`config.mk`:
```
export PLATFORM = sky130hd
export DESIGN_NAME = tccs_ctrl
export DESIGN_NICKNAME = d
export VERILOG_FILES = /design/src/rtl/tccs_pkg.sv /design/src/rtl/tccs_ctrl.sv
export SDC_FILE = /design/constraint.sdc
export NUM_CORES = 1
export LEC_CHECK = 0
export BUFFER_PORTS_ARGS = -buffer_cell sky130_fd_sc_hd__buf_2
export CAP_MARGIN = 20
export CELL_PAD_IN_SITES_DETAIL_PLACEMENT = 0
export CELL_PAD_IN_SITES_GLOBAL_PLACEMENT = 2
export CORE_MARGIN = 2
export CORE_UTILIZATION = 30
export DETAILED_ROUTE_END_ITERATION = 6
export GPL_TIMING_DRIVEN = 0
export MAX_ROUTING_LAYER = met4
export PLACE_DENSITY_LB_ADDON = 0.1
export SLEW_MARGIN = 40
export SYNTH_ARGS = -nofsm -noshare
export SYNTH_HDL_FRONTEND = slang
export SYNTH_SLANG_ARGS = --single-unit
```
`constraint.sdc`:
```
create_clock -name aclk -period 3 [get_ports aclk]
set_input_delay 0.3 -clock aclk [delete_from_list [all_inputs] [get_ports aclk]]
set_output_delay 0.3 -clock aclk [all_outputs]
set_load 0.005 [all_outputs]
```
`src/rtl/tccs_pkg.sv`:
```
// Shared types and constants for the text console with cursor and scroll.
// Used by the sequencer and the top level; no dependencies.
`default_nettype none

package tccs_pkg;

    localparam int OP_W       = 2;
    localparam int CHAR_W     = 8;
    localparam int ADDR_IN_W  = 11;
    localparam int CELL_W     = 16;
    localparam int ROW_OUT_W  = 5;
    localparam int COL_OUT_W  = 7;
    localparam int POS_OUT_W  = 11;

    localparam logic [CHAR_W-1:0] CH_LF      = 8'h0A;
    localparam logic [CHAR_W-1:0] CH_CR      = 8'h0D;
    localparam logic [CHAR_W-1:0] CH_SPACE   = 8'h20;
    localparam logic [CHAR_W-1:0] ATTR_RESET = 8'h0F;
    localparam logic [CELL_W-1:0] CELL_RESET = {ATTR_RESET, CH_SPACE};

    typedef enum logic [OP_W-1:0] {
        OP_PUT   = 2'd0,
        OP_CLEAR = 2'd1,
        OP_READ  = 2'd2
    } op_t;

    typedef enum logic [3:0] {
        ST_INIT,
        ST_IDLE,
        ST_READ,
        ST_SCROLL,
        ST_FLUSH,
        ST_BLANK,
        ST_FILL,
        ST_DONE
    } state_t;

    typedef struct packed {
        logic                 scrolled;
        logic [POS_OUT_W-1:0] cursor_pos;
        logic [COL_OUT_W-1:0] cursor_col;
        logic [ROW_OUT_W-1:0] cursor_row;
        logic [CELL_W-1:0]    cell_value;
    } res_t;

endpackage

`default_nettype wire

```
`src/rtl/tccs_ctrl.sv`:
```
// Sequencer for the console: cursor registers, sweep counter with its address
// adder, and the cell store access pattern. Depends on tccs_pkg.
`default_nettype none

module tccs_ctrl
    import tccs_pkg::*;
#(
    parameter int COLS = 80,
    parameter int ROWS = 25
) (
    input  wire logic                               aclk,
    input  wire logic                               aresetn,
    input  wire logic [CHAR_W-1:0]                  attr,
    input  wire logic                               in_valid,
    output logic                                    in_ready,
    input  wire op_t                                in_op,
    input  wire logic [CHAR_W-1:0]                  in_ch,
    input  wire logic [ADDR_IN_W-1:0]               in_addr,
    output logic                                    ram_wr_en,
    output logic      [$clog2(ROWS*COLS)-1:0]       ram_wr_addr,
    output logic      [CELL_W-1:0]                  ram_wr_data,
    output logic                                    ram_rd_en,
    output logic      [$clog2(ROWS*COLS)-1:0]       ram_rd_addr,
    input  wire logic [CELL_W-1:0]                  ram_rd_data,
    output logic                                    res_valid,
    input  wire logic                               res_ready,
    output res_t                                    res
);

    localparam int CELLS = ROWS * COLS;
    localparam int LIN_W = $clog2(CELLS);
    localparam int ROW_W = $clog2(ROWS);
    localparam int COL_W = $clog2(COLS);
    localparam logic [LIN_W-1:0] LIN_COLS   = LIN_W'(COLS);
    localparam logic [LIN_W-1:0] LIN_LAST   = LIN_W'(CELLS - 1);
    localparam logic [LIN_W-1:0] COPY_LAST  = LIN_W'(CELLS - COLS - 1);
    localparam logic [LIN_W-1:0] BLANK_BASE = LIN_W'(CELLS - COLS);
    localparam logic [ROW_W-1:0] ROW_LAST   = ROW_W'(ROWS - 1);
    localparam logic [COL_W-1:0] COL_LAST   = COL_W'(COLS - 1);

    state_t             state_reg, state_next;
    logic [LIN_W-1:0]   cnt_reg, cnt_next;
    logic               pend_reg, pend_next;
    logic [LIN_W-1:0]   wa_reg, wa_next;
    logic [ROW_W-1:0]   row_reg, row_next;
    logic [COL_W-1:0]   col_reg, col_next;
    logic [LIN_W-1:0]   base_reg, base_next;
    logic               scr_reg, scr_next;
    logic [CELL_W-1:0]  val_reg, val_next;
    logic [CELL_W-1:0]  fill_reg, fill_next;

    logic               accept;
    logic               in_range;
    logic               is_lf;
    logic               is_cr;
    logic               wraps;
    logic               at_bottom;
    logic [LIN_W-1:0]   cur_lin;
    logic [LIN_W-1:0]   src_lin;

    assign accept    = in_valid && in_ready;
    assign in_range  = 32'(in_addr) < 32'(CELLS);
    assign is_lf     = in_ch == CH_LF;
    assign is_cr     = in_ch == CH_CR;
    assign wraps     = col_reg == COL_LAST;
    assign at_bottom = row_reg == ROW_LAST;
    assign cur_lin   = base_reg + LIN_W'(col_reg);
    assign src_lin   = cnt_reg + LIN_COLS;

    always_comb begin
        state_next = state_reg;
        unique case (state_reg)
            ST_INIT: begin
                if (cnt_reg == LIN_LAST) state_next = ST_IDLE;
            end
            ST_IDLE: begin
                if (in_valid) begin
                    unique case (in_op)
                        OP_PUT: begin
                            if (is_cr) begin
                                state_next = ST_DONE;
                            end else if ((is_lf || wraps) && at_bottom) begin
                                state_next = ST_SCROLL;
                            end else begin
                                state_next = ST_DONE;
                            end
                        end
                        OP_CLEAR: state_next = ST_FILL;
                        OP_READ:  state_next = in_range ? ST_READ : ST_DONE;
                        default:  state_next = ST_DONE;
                    endcase
                end
            end
            ST_READ:   state_next = ST_DONE;
            ST_SCROLL: begin
                if (cnt_reg == COPY_LAST) state_next = ST_FLUSH;
            end
            ST_FLUSH:  state_next = ST_BLANK;
            ST_BLANK: begin
                if (cnt_reg == LIN_LAST) state_next = ST_DONE;
            end
            ST_FILL: begin
                if (cnt_reg == LIN_LAST) state_next = ST_DONE;
            end
            ST_DONE: begin
                if (res_ready) state_next = ST_IDLE;
            end
            default:   state_next = ST_INIT;
        endcase
    end

    always_comb begin
        cnt_next    = cnt_reg;
        pend_next   = state_reg == ST_SCROLL;
        wa_next     = cnt_reg;
        row_next    = row_reg;
        col_next    = col_reg;
        base_next   = base_reg;
        scr_next    = scr_reg;
        val_next    = val_reg;
        fill_next   = fill_reg;
        in_ready    = 1'b0;
        res_valid   = 1'b0;
        ram_wr_en   = 1'b0;
        ram_wr_addr = cnt_reg;
        ram_wr_data = fill_reg;
        ram_rd_en   = 1'b0;
        ram_rd_addr = LIN_W'(in_addr);

        unique case (state_reg)
            ST_INIT: begin
                ram_wr_en   = 1'b1;
                ram_wr_data = CELL_RESET;
                cnt_next    = cnt_reg + 1'b1;
            end
            ST_IDLE: begin
                in_ready = 1'b1;
                if (accept) begin
                    scr_next = 1'b0;
                    val_next = '0;
                    cnt_next = '0;
                    unique case (in_op)
                        OP_PUT: begin
                            if (is_cr) begin
                                col_next = '0;
                            end else begin
                                if (!is_lf) begin
                                    ram_wr_en   = 1'b1;
                                    ram_wr_addr = cur_lin;
                                    ram_wr_data = {attr, in_ch};
                                    col_next    = col_reg + 1'b1;
                                end
                                if (is_lf || wraps) begin
                                    col_next = '0;
                                    if (at_bottom) begin
                                        scr_next = 1'b1;
                                    end else begin
                                        row_next  = row_reg + 1'b1;
                                        base_next = base_reg + LIN_COLS;
                                    end
                                end
                            end
                        end
                        OP_CLEAR: begin
                            fill_next = {attr, in_ch};
                            row_next  = '0;
                            col_next  = '0;
                            base_next = '0;
                        end
                        OP_READ: begin
                            ram_rd_en = in_range;
                        end
                        default: begin
                        end
                    endcase
                end
            end
            ST_READ: begin
                val_next = ram_rd_data;
            end
            ST_SCROLL: begin
                ram_rd_en   = 1'b1;
                ram_rd_addr = src_lin;
                ram_wr_en   = pend_reg;
                ram_wr_addr = wa_reg;
                ram_wr_data = ram_rd_data;
                cnt_next    = cnt_reg + 1'b1;
            end
            ST_FLUSH: begin
                ram_wr_en   = 1'b1;
                ram_wr_addr = wa_reg;
                ram_wr_data = ram_rd_data;
                cnt_next    = BLANK_BASE;
            end
            ST_BLANK: begin
                ram_wr_en   = 1'b1;
                ram_wr_data = {attr, CH_SPACE};
                cnt_next    = cnt_reg + 1'b1;
            end
            ST_FILL: begin
                ram_wr_en = 1'b1;
                cnt_next  = cnt_reg + 1'b1;
            end
            ST_DONE: begin
                res_valid = 1'b1;
            end
            default: begin
            end
        endcase
    end

    always_comb begin
        res.cell_value = val_reg;
        res.cursor_row = ROW_OUT_W'(row_reg);
        res.cursor_col = COL_OUT_W'(col_reg);
        res.cursor_pos = POS_OUT_W'(cur_lin);
        res.scrolled   = scr_reg;
    end

    always_ff @(posedge aclk) begin
        if (!aresetn) begin
            state_reg <= ST_INIT;
            cnt_reg   <= '0;
            pend_reg  <= 1'b0;
            row_reg   <= '0;
            col_reg   <= '0;
            base_reg  <= '0;
            scr_reg   <= 1'b0;
        end else begin
            state_reg <= state_next;
            cnt_reg   <= cnt_next;
            pend_reg  <= pend_next;
            row_reg   <= row_next;
            col_reg   <= col_next;
            base_reg  <= base_next;
            scr_reg   <= scr_next;
        end
    end

    always_ff @(posedge aclk) begin
        wa_reg   <= wa_next;
        val_reg  <= val_next;
        fill_reg <= fill_next;
    end

endmodule

`default_nettype wire

```
* Word level (Yosys, flattened, before mapping)
Cells that the tools add are included.
** Storage, ports and cells
- Register bits :: 83
- Output and inout bits :: 82
** Cells by class
- Add/subtract/negate cells :: 6
- $lt $le $gt $ge :: 1
- Muxes and demuxes :: 51
- Reductions and logical operators :: 19
- Equality and inequality tests :: 25
** Operators with widths (number)
- two-way mux 11 bit :: 9
- two-way mux 16 bit :: 5
- one-hot mux 16 bit (4 select lines) :: 1
- one-hot mux 11 bit (2 select lines) :: 2
- one-hot mux 11 bit (3 select lines) :: 1
- one-hot mux 16 bit (2 select lines) :: 1
- one-hot mux 4 bit (7 select lines) :: 1
- adder 11 x 7 -> 11 bit, second input constant :: 2
- equality test 11 bit, second input constant :: 2
- two-way mux 7 bit :: 3
- two-way mux 4 bit :: 5
- equality test 4 x 3 -> 1 bit, second input constant :: 4
- equality test 8 x 4 -> 1 bit, second input constant :: 2
- two-way mux 5 bit :: 3
- inequality test 2 bit, second input constant :: 7
- one-hot mux 7 bit (2 select lines) :: 1
- two-way mux 1 bit :: 12
- one-hot mux 4 bit (3 select lines) :: 1
- adder 11 x 1 -> 11 bit, second input constant :: 1
- adder 11 x 7 -> 11 bit :: 1
- less-than comparator 11 bit, second input constant :: 1
- one-hot mux 5 bit (2 select lines) :: 1
- two-way mux 3 bit :: 3
- equality test 4 x 2 -> 1 bit, second input constant :: 2
- other kinds (24) :: 31

* Logic depth before layout (Yosys ltp)
- Word-level depth :: 8
- Mapped depth :: 9

* Worst setup path after synthesis
No wires, ideal clock.
- Kind :: register to register
- Start :: reg state_reg[2]
- End :: reg val_reg[0] (enable)
- Path slack :: 0.543 ns
- Data arrival time :: 2.046 ns
- Stages on the path, launching flop included :: 5
- Period minus slack after synthesis :: 2.457 ns
- Path buffers :: 3
- Cell sequence :: dfxtp_1 -> buf_2 -> clkbuf_1 -> clkbuf_1 -> o21ai_0
** On the way
- Word-level cells in the longest chain between the ends :: 5
- Elaborated cells between the ends (all ways) :: 7
- Those cells by class :: eq/ne: 3; mux: 1; reduce/logical: 3
** Ends and longest elaborated chain
- start, declared :: line tccs_ctrl.sv:41 : state_t state_reg, state_next;
- start signal, assigned :: line tccs_ctrl.sv:230 : state_reg <= state_next;
- equality test 4 x 1 -> 1 bit :: line tccs_ctrl.sv:130 : unique case (state_reg)
- two-way mux 1 bit :: line tccs_ctrl.sv:130
- logical AND 1 bit :: line tccs_ctrl.sv:61 : assign accept = in_valid && in_ready;
- inequality test 2 bit (no source line)
- AND reduction 2 bit (no source line) *
- end signal, assigned :: line tccs_ctrl.sv:242 : val_reg <= val_next;
- end, declared :: line tccs_ctrl.sv:49 : logic [CELL_W-1:0] val_reg, val_next;
Every way passes the cells marked *; elsewhere a longest branch is shown, timed or not.
A chain may end at the register's enable or synchronous reset.

* Worst setup path after layout
- Start :: reg state_reg[2]
- End :: out ram_wr_addr[8]
** On the way
- Word-level cells in the longest chain between the ends :: 5
- Elaborated cells between the ends (all ways) :: 8
- Those cells by class :: eq/ne: 3; mux: 3; reduce/logical: 2
** Ends and longest elaborated chain
- equality test 4 x 1 -> 1 bit :: line tccs_ctrl.sv:130
- two-way mux 1 bit :: line tccs_ctrl.sv:130
- logical AND 1 bit :: line tccs_ctrl.sv:61
- two-way mux 11 bit :: line tccs_ctrl.sv:138 : if (accept) begin
- one-hot mux 11 bit (2 select lines) * :: line tccs_ctrl.sv:130
- end, declared :: line tccs_ctrl.sv:20 : output logic [$clog2(ROWS*COLS)-1:0] ram_wr_addr,
Marked as above.

==> out/metrics.csv <==
metric;value;unit
total die area;16100;sq um
Tmin final;2860;ps
1st-iter DRT viols;220;
VDD IR max;0.249;mV
skew final;8.60;ps
Post-CTS Hold Fix Bufs;0;
Top FF cell, synth;dfxtp_1;
Crit path top cell by count;buf_2;
Avg Inst Size Synth;8.84;sq um
Routability Congestion;0.808;
core area;14600;sq um
Pwr Density;418;nW/um^2
I/O Buffers;127;
Initial Utilization;30.9;%
GR Overflow Total;0;
H-tree levels;3;
DRC errors left;0;
die width;127;microns
I/O pins;131;
DR vias/cell;5.14;
Worst-path clk slew;60;ps
CP max stage delay;360;ps
Worst Path Max Fanout;10;
arrival time of the worst setup path;2560;ps
ys async rst share;0;%
fmax;0.350;GHz
Worst Tran Pin Value;773;ps
min-delay worst type;in -> reg;
post-DP HPWL;11000;microns
WL final;14500;microns
status;complete, no violations;
LEAKAGE;2.46;nW
clk_lat worst skew;340;ps
FILL cells;1533;
Synth cell types;62;
CTS Sinks;78;
post-synthesis net count;572;
CTS tree;done;
Synth warnings;0;
FF+latch count, synth;78;
Total GRT Usage;18.5;%
critical-path cell list;buf_2, nor2b_1, nand2_1, buf_2, nand2_2, nor2_1, buf_2, a22o_1, a21o_1, buf_2;
Slew Viols, Final;0;
Slowest-stage cell, CP;nor2b_1;
MaxCap Viol Count;0;
Final Hold Fails;0;
classification of the worst setup path;reg -> out;
Crit path required time;2700;ps
final setup vio count;0;
CTS Buf Count;9;
number of diodes;0;
slew margin rel.;48.4;%
row count;44;
PnR Total Power;2.41;mW
via count;4327;
Syn Std Cell Area;4530;sq um
Area growth, synth to finish;27.3;%
global-route wire length before repair;22700;microns
Root Driver;clkbuf_16;
nets;713;
sequential share of the synthesized area;41.6;%
fin crit share;95.3;%
Post-synth EDFFs;32;
largest net degree at the start of global routing;20;
CP Capture Type;primary output;
vias in the first global route;4188;
CTS max path bufs;2;
die span in y;127;microns
initial antenna violation count;0;
Pre-antenna DRT Iters;5;
Mapped Cells;512;
wire per inst;17.2;microns
setup TNS;0;ps
Worst Setup Start Kind;flop;
antenna viol nets, final;0;
share of layout cells above drive strength 1;26.9;%
RSZ-0062 raised after global routing;no;
[synthesized netlist by cell type, types with 4 or more instances]
cell type  count  area share (%)
a211oi_1       4            0.66
a21boi_0       4            0.66
a21oi_1       21             2.3
a222oi_1       9             2.0
a22o_1        12             2.3
a22oi_1       11             1.8
a32o_1         4            0.88
and2_1        20             2.8
and3_1         7            0.97
buf_2          5            0.55
buf_4          4            0.66
clkbuf_1      25             2.1
dfxtp_1       46              20
edfxtp_1      32              21
ha_1          10             2.8
inv_1         16             1.3
mux2_2         5             1.2
nand2_1       58             4.8
nand3_1       25             2.8
nand4_1       13             1.8
nor2_1        45             3.7
nor2b_1        7            0.97
nor3_1         5            0.55
o21a_1         4            0.66
o21ai_0       31             3.4
o21ai_1        8            0.88
xnor2_1       15             2.9
xor2_1        15             2.9
[cell usage in the layout (no fill, tap or decap), types with 13 or more instances in the layout]
cell type | netlist | layout
a21oi_1 | 21 | 21
nand3_1 | 25 | 25
xnor2_1 | 15 | 15
xor2_1 | 15 | 15
nor2_1 | 45 | 44
inv_1 | 16 | 16
edfxtp_1 | 32 | 32
buf_2 | 5 | 132
clkbuf_1 | 25 | 22
nand4_1 | 13 | 13
and2_1 | 20 | 20
nand2_1 | 58 | 56
dfxtp_1 | 46 | 46
o21ai_0 | 31 | 30
[through the flow]
stage	area (sq um)	worst slack (ps)	utilization (%)	hold WS (ps)	cells
final	5760	141	39.3	169	842
after global routing	5760	3.09	39.3	164	842
after CTS	5750	15.7	39.3	160	842
after detailed placement	5400	71.4	36.9	337	823
after global placement	5390	-364	36.8	339	823
after floorplan	4530	543	-	329	512
[report_power, final]
group	leakage (nW)	switching [mW]	total, mW	internal [mW]
Clock	0.162	0.443	1.18	0.740
Combinational	1.68	0.0636	0.113	0.0498
Sequential	0.626	0.00771	1.11	1.11
Total	2.46	0.514	2.41	1.90
[path summary, 6_finish.rpt]
kind	startpoint	end	slack, ps	cells past startpoint
worst max-delay path	state_reg[2]	ram_wr_addr[8]	140	10
worst max register to register	state_reg[0]	cnt_reg[10]	340	8
worst min-delay path	attr[1]	fill_reg[9]	170	1
worst min register to register	cnt_reg[6]	wa_reg[6]	340	0
[repair_timing]
action	in CTS	in global routing
gates resized for setup	3	5
buffers inserted	3	0
hold endpoints to repair	0	0
endpoints found under the setup margin	26	21
pin swaps	1	0
[metal layers]
metal | share of wire, % | track usage, %
met3 | 5.4 | 3.63
met4 | 1.3 | 6.08
met5 | 0 | -
met1 | 46 | 24.1
met2 | 47 | 29.0
[cell families after synthesis]
kind of cell | count (synthesis) | share of synthesized area [%]
AO/OA/AOI/OAI | 130 | 20.0
buffers and inverters | 53 | 5.03
XOR/XNOR | 30 | 5.81
adder cells (fa/ha/maj) | 11 | 3.21
multiplexers | 7 | 1.69
flip-flops | 78 | 41.6
AND/OR/NAND/NOR | 203 | 22.7
[critical path: cells and delay by family (launching register included)]
family | cells | cell delay, ps
compound gates | 2 | 370
buf+inv | 4 | 730
flops | 1 | 320
simple gates | 4 | 800
[layout make-up]
type                       instances  area [sq um]  area share (%)
multi-input combinational        381          2430            42.3
sequential                        78          1880            32.7
timing repair buffer             130           658            11.4
clock buffer                      14           285            4.95
tap                              184           230            4.00
buffer                            36           169            2.93
inverter                          17          63.8            1.11
clock inverter                     2          36.3           0.630
Note: power is estimated with default switching activity, not from simulation.
